<file path="config.mk">
export PLATFORM = sky130hd
export DESIGN_NAME = sliding_window_key_search_unit
export DESIGN_NICKNAME = d
export VERILOG_FILES = /design/src/rtl/core/swks_pkg.sv /design/src/rtl/core/swks_key_cell.sv /design/src/rtl/core/sliding_window_key_search_unit.sv
export SDC_FILE = /design/constraint.sdc
export NUM_CORES = 2
export LEC_CHECK = 0
export BUFFER_PORTS_ARGS = -buffer_cell sky130_fd_sc_hd__clkbuf_2
export CAP_MARGIN = 20
export CORE_MARGIN = 3
export CORE_UTILIZATION = 30
export DETAILED_ROUTE_END_ITERATION = 16
export PLACE_DENSITY = 0.46
export SETUP_SLACK_MARGIN = 0.05
export SLEW_MARGIN = 20
export SYNTH_ARGS = -nofsm -noshare
export SYNTH_HDL_FRONTEND = slang
export SYNTH_SLANG_ARGS = --single-unit
</file>
<file path="constraint.sdc">
create_clock -name clock -period 8.9 [get_ports clock]
set_input_delay 0.89 -clock clock [delete_from_list [all_inputs] [get_ports clock]]
set_output_delay 0.89 -clock clock [all_outputs]
set_load 0.02 [all_outputs]
</file>
<file path="src/rtl/core/swks_pkg.sv">
// Shared constants, types and helpers of the sliding window key search unit.
`default_nettype none

package swks_pkg;

   localparam int KEY_ENTRIES = 16;
   localparam int SLOT_BITS   = 4;
   localparam int COUNT_BITS  = 5;
   localparam int BYTE_BITS   = 8;
   localparam int WORD_BITS   = 32;
   localparam int WIDTHS      = 3;
   localparam int ADDR_BITS   = 3;
   localparam int CSR_BITS    = 32;

   localparam logic [WORD_BITS-1:0] POS_MAX = '1;

   localparam logic [1:0] WIDTH_ONE  = 2'd0;
   localparam logic [1:0] WIDTH_TWO  = 2'd1;
   localparam logic [1:0] WIDTH_FOUR = 2'd2;

   localparam logic ACTION_LOAD = 1'b0;
   localparam logic ACTION_DATA = 1'b1;

   localparam logic REG_KEY_COUNT = 1'b0;

   // Window words of one byte, both byte orders, for each window width.
   typedef struct packed {
      logic [WIDTHS-1:0][WORD_BITS-1:0] le;
      logic [WIDTHS-1:0][WORD_BITS-1:0] be;
      logic [WIDTHS-1:0]                valid;
   } swks_window_type;

   // Grant chain that runs from key cell 0 upward.
   typedef struct packed {
      logic                 found;
      logic                 found_two;
      logic [SLOT_BITS-1:0] slot;
      logic [WORD_BITS-1:0] key;
   } swks_chain_type;

   function automatic logic pick_width(input logic [WIDTHS-1:0] bits,
                                       input logic [1:0] code);
      logic result;
      case (code)
         WIDTH_ONE:  result = bits[0];
         WIDTH_TWO:  result = bits[1];
         WIDTH_FOUR: result = bits[2];
         default:    result = 1'b0;
      endcase
      return result;
   endfunction

endpackage

`default_nettype wire

</file>
<file path="src/rtl/core/swks_key_cell.sv">
// One key cell: holds a key, compares it with the windows and takes part in the grant chain.
`default_nettype none

module swks_key_cell (
   input  wire                                  clock,
   input  wire                                  reset,
   input  wire  [swks_pkg::SLOT_BITS-1:0]       cell_index,
   input  wire                                  in_use,
   input  wire                                  key_load,
   input  wire  [swks_pkg::WORD_BITS-1:0]       key_word,
   input  wire                                  compare,
   input  swks_pkg::swks_window_type            window,
   input  wire  [1:0]                           sel_width,
   input  wire                                  take,
   input  wire  [swks_pkg::WIDTHS-1:0]          any_in,
   output logic [swks_pkg::WIDTHS-1:0]          any_out,
   input  swks_pkg::swks_chain_type             chain_in,
   output swks_pkg::swks_chain_type             chain_out
);
   import swks_pkg::*;

   logic [WORD_BITS-1:0] key_ff;
   logic [WIDTHS-1:0]    hits_ff;
   logic [WIDTHS-1:0]    hits_in;
   logic [WIDTHS-1:0]    new_hits;
   logic [WIDTHS-1:0]    clear_mask;
   logic                 my_hit;
   logic                 grant;

   always_comb begin
      for (int w = 0; w < WIDTHS; w++) begin
         new_hits[w] = window.valid[w] && in_use &&
                       ((window.le[w] == key_ff) || (window.be[w] == key_ff));
      end
   end

   assign my_hit = pick_width(hits_ff, sel_width);
   assign grant  = my_hit && !chain_in.found;

   always_comb begin
      clear_mask = '0;
      case (sel_width)
         WIDTH_ONE:  clear_mask[0] = 1'b1;
         WIDTH_TWO:  clear_mask[1] = 1'b1;
         WIDTH_FOUR: clear_mask[2] = 1'b1;
         default:    clear_mask = '0;
      endcase
   end

   always_comb begin
      hits_in = hits_ff;
      if (compare) begin
         hits_in = new_hits;
      end else if (take && grant) begin
         hits_in = hits_ff & ~clear_mask;
      end
   end

   always_comb begin
      any_out             = any_in | hits_ff;
      chain_out.found     = chain_in.found | my_hit;
      chain_out.found_two = chain_in.found_two | (chain_in.found & my_hit);
      chain_out.slot      = chain_in.slot | (grant ? cell_index : '0);
      chain_out.key       = chain_in.key | (grant ? key_ff : '0);
   end

   always_ff @(posedge clock) begin
      if (reset) begin
         hits_ff <= '0;
      end else begin
         hits_ff <= hits_in;
      end
   end

   always_ff @(posedge clock) begin
      if (key_load) begin
         key_ff <= key_word;
      end
   end

endmodule

`default_nettype wire

</file>
<file path="src/rtl/core/sliding_window_key_search_unit.sv">
// Top level of the sliding window key search unit: byte window, key cell row and result register.
`default_nettype none

// The unit holds a row of key cells, loaded by requests with action 0, and scans a file one
// byte per request with action 1. Every key cell compares its key with the 1-, 2- and 4-byte
// windows ending at the new byte, in both byte orders, in the cycle the request is accepted.
// A byte without hits does not stall the next request. Hits leave one per cycle, unless rsp_stall
// holds the result register, through the cell row's grant chain into that register, width by
// width and by ascending slot. Requests stall while hits of the previous byte wait; the next
// request is taken in the cycle its last result is loaded. key_count is read through csr_paddr
// 0; the user writes configuration only while the unit is idle, which the unit does not enforce.
module sliding_window_key_search_unit (
   input  wire                                   clock,
   input  wire                                   reset,
   input  wire                                   req_valid,
   output logic                                  req_stall,
   input  wire                                   req_action,
   input  wire  [swks_pkg::SLOT_BITS-1:0]        req_key_slot,
   input  wire  [swks_pkg::WORD_BITS-1:0]        req_key_word,
   input  wire  [swks_pkg::BYTE_BITS-1:0]        req_data_byte,
   input  wire                                   req_last_of_file,
   output logic                                  rsp_valid,
   input  wire                                   rsp_stall,
   output logic [swks_pkg::WORD_BITS-1:0]        rsp_match_offset,
   output logic [1:0]                            rsp_width_code,
   output logic [swks_pkg::SLOT_BITS-1:0]        rsp_hit_slot,
   output logic [swks_pkg::WORD_BITS-1:0]        rsp_hit_key,
   output logic                                  rsp_last,
   input  wire                                   csr_psel,
   input  wire                                   csr_penable,
   input  wire                                   csr_pwrite,
   input  wire  [swks_pkg::ADDR_BITS-1:0]        csr_paddr,
   input  wire  [swks_pkg::CSR_BITS-1:0]         csr_pwdata,
   output logic [swks_pkg::CSR_BITS-1:0]         csr_prdata,
   output logic                                  csr_pready
);
   import swks_pkg::*;

   logic [COUNT_BITS-1:0]            key_count_ff;
   logic [3*BYTE_BITS-1:0]           recent_ff;
   logic [1:0]                       seen_ff;
   logic [WORD_BITS-1:0]             pos_ff;
   logic [WIDTHS-1:0][WORD_BITS-1:0] offset_ff;
   logic [WIDTHS-1:0][WORD_BITS-1:0] offset_in;

   logic                             rsp_valid_ff;
   logic [WORD_BITS-1:0]             rsp_offset_ff;
   logic [1:0]                       rsp_width_ff;
   logic [SLOT_BITS-1:0]             rsp_slot_ff;
   logic [WORD_BITS-1:0]             rsp_key_ff;
   logic                             rsp_last_ff;

   logic                             accept;
   logic                             data_accept;
   logic                             busy;
   logic                             take;
   logic                             last_hit;
   logic                             higher_hits;
   logic                             saturated;
   logic [1:0]                       sel_width;
   logic [COUNT_BITS-1:0]            used;
   logic [KEY_ENTRIES-1:0]           in_use;
   logic [BYTE_BITS-1:0]             cur;
   logic [BYTE_BITS-1:0]             b0;
   logic [BYTE_BITS-1:0]             b1;
   logic [BYTE_BITS-1:0]             b2;
   logic                             csr_write;
   swks_window_type                  window;

   logic [KEY_ENTRIES:0][WIDTHS-1:0] any_chain;
   swks_chain_type                   chain [KEY_ENTRIES+1];

   // Configuration port.
   assign csr_pready = 1'b1;
   assign csr_write  = csr_psel && csr_penable && csr_pwrite && (csr_paddr[2] == REG_KEY_COUNT);
   assign csr_prdata = (csr_paddr[2] == REG_KEY_COUNT) ?
                       {{(CSR_BITS-COUNT_BITS){1'b0}}, key_count_ff} : '0;

   always_ff @(posedge clock) begin
      if (reset) begin
         key_count_ff <= '0;
      end else if (csr_write) begin
         key_count_ff <= csr_pwdata[COUNT_BITS-1:0];
      end
   end

   assign used = (key_count_ff > COUNT_BITS'(KEY_ENTRIES)) ? COUNT_BITS'(KEY_ENTRIES)
                                                           : key_count_ff;

   // Result selection: lowest width with a pending hit, lowest slot within it.
   assign busy = |any_chain[KEY_ENTRIES];

   always_comb begin
      if (any_chain[KEY_ENTRIES][0]) begin
         sel_width = WIDTH_ONE;
      end else if (any_chain[KEY_ENTRIES][1]) begin
         sel_width = WIDTH_TWO;
      end else begin
         sel_width = WIDTH_FOUR;
      end
   end

   always_comb begin
      case (sel_width)
         WIDTH_ONE:  higher_hits = any_chain[KEY_ENTRIES][1] | any_chain[KEY_ENTRIES][2];
         WIDTH_TWO:  higher_hits = any_chain[KEY_ENTRIES][2];
         default:    higher_hits = 1'b0;
      endcase
   end

   assign last_hit = !chain[KEY_ENTRIES].found_two && !higher_hits;
   assign take     = busy && (!rsp_valid_ff || !rsp_stall);

   // The last pending hit leaves in this cycle, so a new request may enter alongside it.
   assign req_stall   = busy && !(take && last_hit);
   assign accept      = req_valid && !req_stall;
   assign data_accept = accept && (req_action == ACTION_DATA);

   // Window words for the incoming byte.
   assign cur       = req_data_byte;
   assign b0        = recent_ff[BYTE_BITS-1:0];
   assign b1        = recent_ff[2*BYTE_BITS-1:BYTE_BITS];
   assign b2        = recent_ff[3*BYTE_BITS-1:2*BYTE_BITS];
   assign saturated = (pos_ff == POS_MAX);

   always_comb begin
      window.le[0]    = {{(WORD_BITS-BYTE_BITS){1'b0}}, cur};
      window.be[0]    = {{(WORD_BITS-BYTE_BITS){1'b0}}, cur};
      window.le[1]    = {{(WORD_BITS-2*BYTE_BITS){1'b0}}, cur, b0};
      window.be[1]    = {{(WORD_BITS-2*BYTE_BITS){1'b0}}, b0, cur};
      window.le[2]    = {cur, b0, b1, b2};
      window.be[2]    = {b2, b1, b0, cur};
      window.valid[0] = 1'b1;
      window.valid[1] = (seen_ff != 2'd0);
      window.valid[2] = (seen_ff == 2'd3);
      offset_in[0]    = pos_ff;
      offset_in[1]    = saturated ? POS_MAX : pos_ff - WORD_BITS'(1);
      offset_in[2]    = saturated ? POS_MAX : pos_ff - WORD_BITS'(3);
   end

   always_ff @(posedge clock) begin
      if (reset) begin
         recent_ff <= '0;
         seen_ff   <= '0;
         pos_ff    <= '0;
      end else if (data_accept) begin
         if (req_last_of_file) begin
            recent_ff <= '0;
            seen_ff   <= '0;
            pos_ff    <= '0;
         end else begin
            recent_ff <= {recent_ff[2*BYTE_BITS-1:0], cur};
            if (seen_ff != 2'd3) begin
               seen_ff <= seen_ff + 2'd1;
            end
            if (!saturated) begin
               pos_ff <= pos_ff + WORD_BITS'(1);
            end
         end
      end
   end

   always_ff @(posedge clock) begin
      if (data_accept) begin
         offset_ff <= offset_in;
      end
   end

   // Row of key cells.
   assign any_chain[0] = '0;
   assign chain[0]     = '0;

   for (genvar i = 0; i < KEY_ENTRIES; i++) begin : g_cell
      assign in_use[i] = (COUNT_BITS'(i) < used);

      swks_key_cell u_cell (
         .clock      (clock),
         .reset      (reset),
         .cell_index (SLOT_BITS'(i)),
         .in_use     (in_use[i]),
         .key_load   (accept && (req_action == ACTION_LOAD) &&
                      (req_key_slot == SLOT_BITS'(i)) &&
                      ({1'b0, req_key_slot} < COUNT_BITS'(KEY_ENTRIES))),
         .key_word   (req_key_word),
         .compare    (data_accept),
         .window     (window),
         .sel_width  (sel_width),
         .take       (take),
         .any_in     (any_chain[i]),
         .any_out    (any_chain[i+1]),
         .chain_in   (chain[i]),
         .chain_out  (chain[i+1])
      );
   end

   // Result register.
   always_ff @(posedge clock) begin
      if (reset) begin
         rsp_valid_ff <= 1'b0;
      end else if (take) begin
         rsp_valid_ff <= 1'b1;
      end else if (!rsp_stall) begin
         rsp_valid_ff <= 1'b0;
      end
   end

   always_ff @(posedge clock) begin
      if (take) begin
         case (sel_width)
            WIDTH_ONE:  rsp_offset_ff <= offset_ff[0];
            WIDTH_TWO:  rsp_offset_ff <= offset_ff[1];
            default:    rsp_offset_ff <= offset_ff[2];
         endcase
         rsp_width_ff <= sel_width;
         rsp_slot_ff  <= chain[KEY_ENTRIES].slot;
         rsp_key_ff   <= chain[KEY_ENTRIES].key;
         rsp_last_ff  <= last_hit;
      end
   end

   assign rsp_valid        = rsp_valid_ff;
   assign rsp_match_offset = rsp_offset_ff;
   assign rsp_width_code   = rsp_width_ff;
   assign rsp_hit_slot     = rsp_slot_ff;
   assign rsp_hit_key      = rsp_key_ff;
   assign rsp_last         = rsp_last_ff;

endmodule

`default_nettype wire

</file>
==> out/metrics.csv <==
stage,metric,value,unit
status,status,"finished, final reports clean",
placed_design,detailed_place_hpwl,150000,µm
setup_path,startpoint,g_cell[11].u_cell.hits_ff[1],
route,drc,0,
cells_and_area,multi_input_area,0.0230,mm²
pwr,pwr-share-comb,0.072,
pwr,power.share.clock,0.455,
setup_path,rr_endpoint,rsp_hit_key[20],
clocking,post_cts.repair.setup_buffers,0,
placed_design,gp_congestion,0.968,
die,fp.dieArea,0.162,mm²
cells_and_area,finalNetCount,4423,
clocking,hold_buffers,0,
sta,setup_violations,0,
setup_path,arrival,5.05,ns
route,ant_nets,0,
synthesis,synth-edff-count,678,
sta,final_hold_viol_count,0,
pwr,p_int,6450,µW
sta,max_freq,168,MHz
sta,fin_setup_tns,0,ns
setup_path,required,8.01,ns
cells_and_area,fin_util,0.341,
clocking,clockRootBuffer,clkbuf_16,
synthesis,synth_ff_type,edfxtp_1,
route,wl_per_cell,35.1,µm
synthesis,yosys_warnings,0,
pwr,switching_share,0.259,
synthesis,synthesis.area,0.0472,mm²
synthesis,async_flop_share,0,
cells_and_area,seqCellArea,0.0227,mm²
route,dr_total_vias,38700,
clocking,cts_resized,0,
setup_path,crit_type,reg -> out,
die,start_util,0.304,
clocking,cts_tree,built,
synthesis,yosysTopAreaCell,edfxtp_1,
sta,rsz0062_at_grt,false,
die,fp.dieH,402,µm
setup_path,r2r_start,g_cell[11].u_cell.hits_ff[1],
clocking,clk-insertion-delay-late,0.74,ns
setup_path,timing.critical_path.fanout_max,39,
die,dieWidth,402,µm
synthesis,synthTopCellsByCount,"769 x xor2_1, 678 x edfxtp_1, 570 x xnor2_1, 324 x nor4_1, 257 x nand2_1",
clocking,cts_buffers,94,
synthesis,synth.most_common_cell,xor2_1,
clocking,clock_path_buffers,3,
pwr,power.leakage,0.0181,µW
grt,gr-total-overflow,0,
pwr,p_switching,2260,µW
synthesis,ys_seq_elements,790,
route,drt_iter0_markers,6141,
setup_path,rrSetupSlack,3.10,ns
sta,fin_crit_sh,0.668,
sta,worstMarginPinSlew,1.18,ns
worst_hold_path,hold_path_class,in -> reg,
synthesis,synth_area_leaders,"edfxtp_1 43%, xor2_1 14%, xnor2_1 11%, dfxtp_1 4.8%, nor4_1 4.3%",
sta,clock-skew-final,0.0525,ns
die,io_pins,194,
cells_and_area,fillers,15600,
sta,fin_crit,5.94,ns
clocking,htree_levels,3,
die,core,0.155,mm²
cells_and_area,area_growth,12.0,%
route,drtPass1Iterations,8,
route,via_per_inst,5.98,
pwr,pwr-share-seq,0.473,
clocking,cts.sinks,790,
flow_run,maxCapViolCount,0,
synthesis,ys_types,79,
sta,drv_slew,0,
synthesis,synth_top_area_frac,0.432,
pwr,p_per_area,165,mW/mm²
sta,max-slew-margin-rel,0.213,
setup_path,critical_path.startpoint_type,flip-flop,
grt,grt_pass1_wl,309000,µm
synthesis,syn_inst,4418,
setup_path,crit_path_end_kind,primary output,
cells_and_area,drive_above_1_share,0.102,
grt,grt_antenna_before_repair,44,
synthesis,syn_area_per_cell,10.7,µm²
route,wl,227000,µm
setup_path,rr_worst_depth,13,
placed_design,port_buffers,136,
setup_path,endpoint,req_stall,
pwr,peakVddDrop,0.000142,V
grt,grtUsageTotal,0.271,
grt,grt_pass1_vias,36900,
grt,grt_max_degree,68,
clocking,clkTransAtPathRegs,0.06,ns
die,rows,144,
synthesis,ys_seq_area_frac,0.479,
cell type report:
cell class / count / share of cell area
timing repair buffer: 224 / 0.0261
clock inverter: 60 / 0.0118
inverter: 24 / 0.00175
tap: 2044 / 0.0484
antenna: 17 / 0.000805
sequential: 790 / 0.429
clock buffer: 113 / 0.0473
multi-input combinational: 3197 / 0.435
placed cells by master (no fill, tap or decap), types with 7 or more instances in the layout:
cell type / Yosys / layout
and3_1: 52 / 52
clkinv_2: 0 / 18
clkbuf_1: 247 / 14
a22oi_1: 69 / 69
xor2_1: 769 / 769
a31oi_1: 43 / 42
nand4_1: 249 / 249
diode_2: 0 / 17
clkbuf_2: 0 / 128
xnor2_1: 570 / 570
buf_4: 31 / 94
nor2_4: 0 / 13
bufinv_16: 0 / 7
nand4b_1: 17 / 17
clkinv_1: 1 / 12
dfxtp_1: 112 / 88
o31ai_1: 12 / 12
o22ai_1: 8 / 8
or3_1: 21 / 21
inv_1: 22 / 22
nor2_1: 192 / 170
nor3_1: 40 / 39
o21ai_0: 56 / 56
nand2_1: 257 / 257
a221oi_1: 99 / 99
nor4_1: 324 / 324
nor2_2: 0 / 9
nor2b_1: 12 / 10
edfxtp_1: 678 / 678
dfxtp_4: 0 / 8
and2_1: 7 / 7
conb_1: 2 / 28
a22o_1: 64 / 64
nand3_1: 57 / 57
a2bb2oi_1: 10 / 10
dfxtp_2: 0 / 16
clkbuf_16: 0 / 96
or4_1: 29 / 29
a21oi_1: 107 / 107
critical path, cell delays in order (launching register included):
cell and delay, ns:
dfxtp_1 0.43, or4_1 0.65, nor3_4 0.49, nand3_2 0.45
inv_2 0.45, a221o_1 0.23, buf_4 0.43, nor2_1 0.16
o21ai_1 0.14, a21oi_2 0.14, a31oi_2 0.19, buf_4 0.28
clkbuf_2 0.24
registers in the layout (all words and copies together), names as in the netlist:
signal	count
rsp_width_code	2
key_count_ff	5
rsp_match_offset	32
seen_ff	2
rsp_valid	1
g_cell.u_cell.hits_ff	48
rsp_hit_slot	4
recent_ff	24
rsp_hit_key	32
pos_ff	32
rsp_last	1
g_cell.u_cell.key_ff	512
offset_ff	95
worst min path at each step:
stage	end	start	cells after the start	slack, ns
final	key_count_ff[4]	csr_pwdata[4]	3	0.40
after global routing	key_count_ff[4]	csr_pwdata[4]	3	0.39
after CTS	key_count_ff[4]	csr_pwdata[4]	3	0.36
after detailed placement	g_cell[15].u_cell.hits_ff[1]	g_cell[15].u_cell.hits_ff[1]	2	0.48
after global placement	g_cell[15].u_cell.hits_ff[1]	g_cell[15].u_cell.hits_ff[1]	2	0.48
after floorplan	offset_ff[10]	pos_ff[10]	0	0.41
cells by family after synthesis:
logic type                 synth area share
AOI/OAI and AO/OA                    0.0803
xor gates and xnor gates              0.249
adders and majority gates           0.00106
buffers and inverters                0.0398
DFF                                   0.479
muxes                               0.00106
other                              0.000159
and+or+nand+nor                       0.150
metal layers:
layer,global-route usage,up-vias,routed length [µm]
met5,0,-,66
met4,0.138,8,12600
met3,0.0676,622,26800
met2,0.395,2775,95200
met1,0.371,19400,92100
li1,-,15900,-
power groups by stage:
| stage | logic, µW | clock network, µW | registers, µW |
|---|---|---|---|
| after global placement | 605 | 0 | 4200 |
| after global routing | 649 | 4180 | 4120 |
| final | 628 | 3960 | 4120 |
| after floorplan | 378 | 0 | 4140 |
| after detailed placement | 609 | 0 | 4190 |
| after CTS | 612 | 4030 | 4120 |
per-stage QoR:
step	setup slack (ns)	hold WS (ns)	std cells	power (µW)	area, µm²
2_1_floorplan	1.60	0.406	4444	4520	47300
3_3_place_gp	2.97	0.475	6277	4800	49600
3_5_place_dp	3.41	0.482	6279	4800	49700
4_1_cts	2.92	0.362	6452	8760	52800
5_1_grt	2.67	0.393	6452	8950	52800
6_report	2.96	0.398	6469	8710	52800
Note: power is estimated with default switching activity, not from simulation.
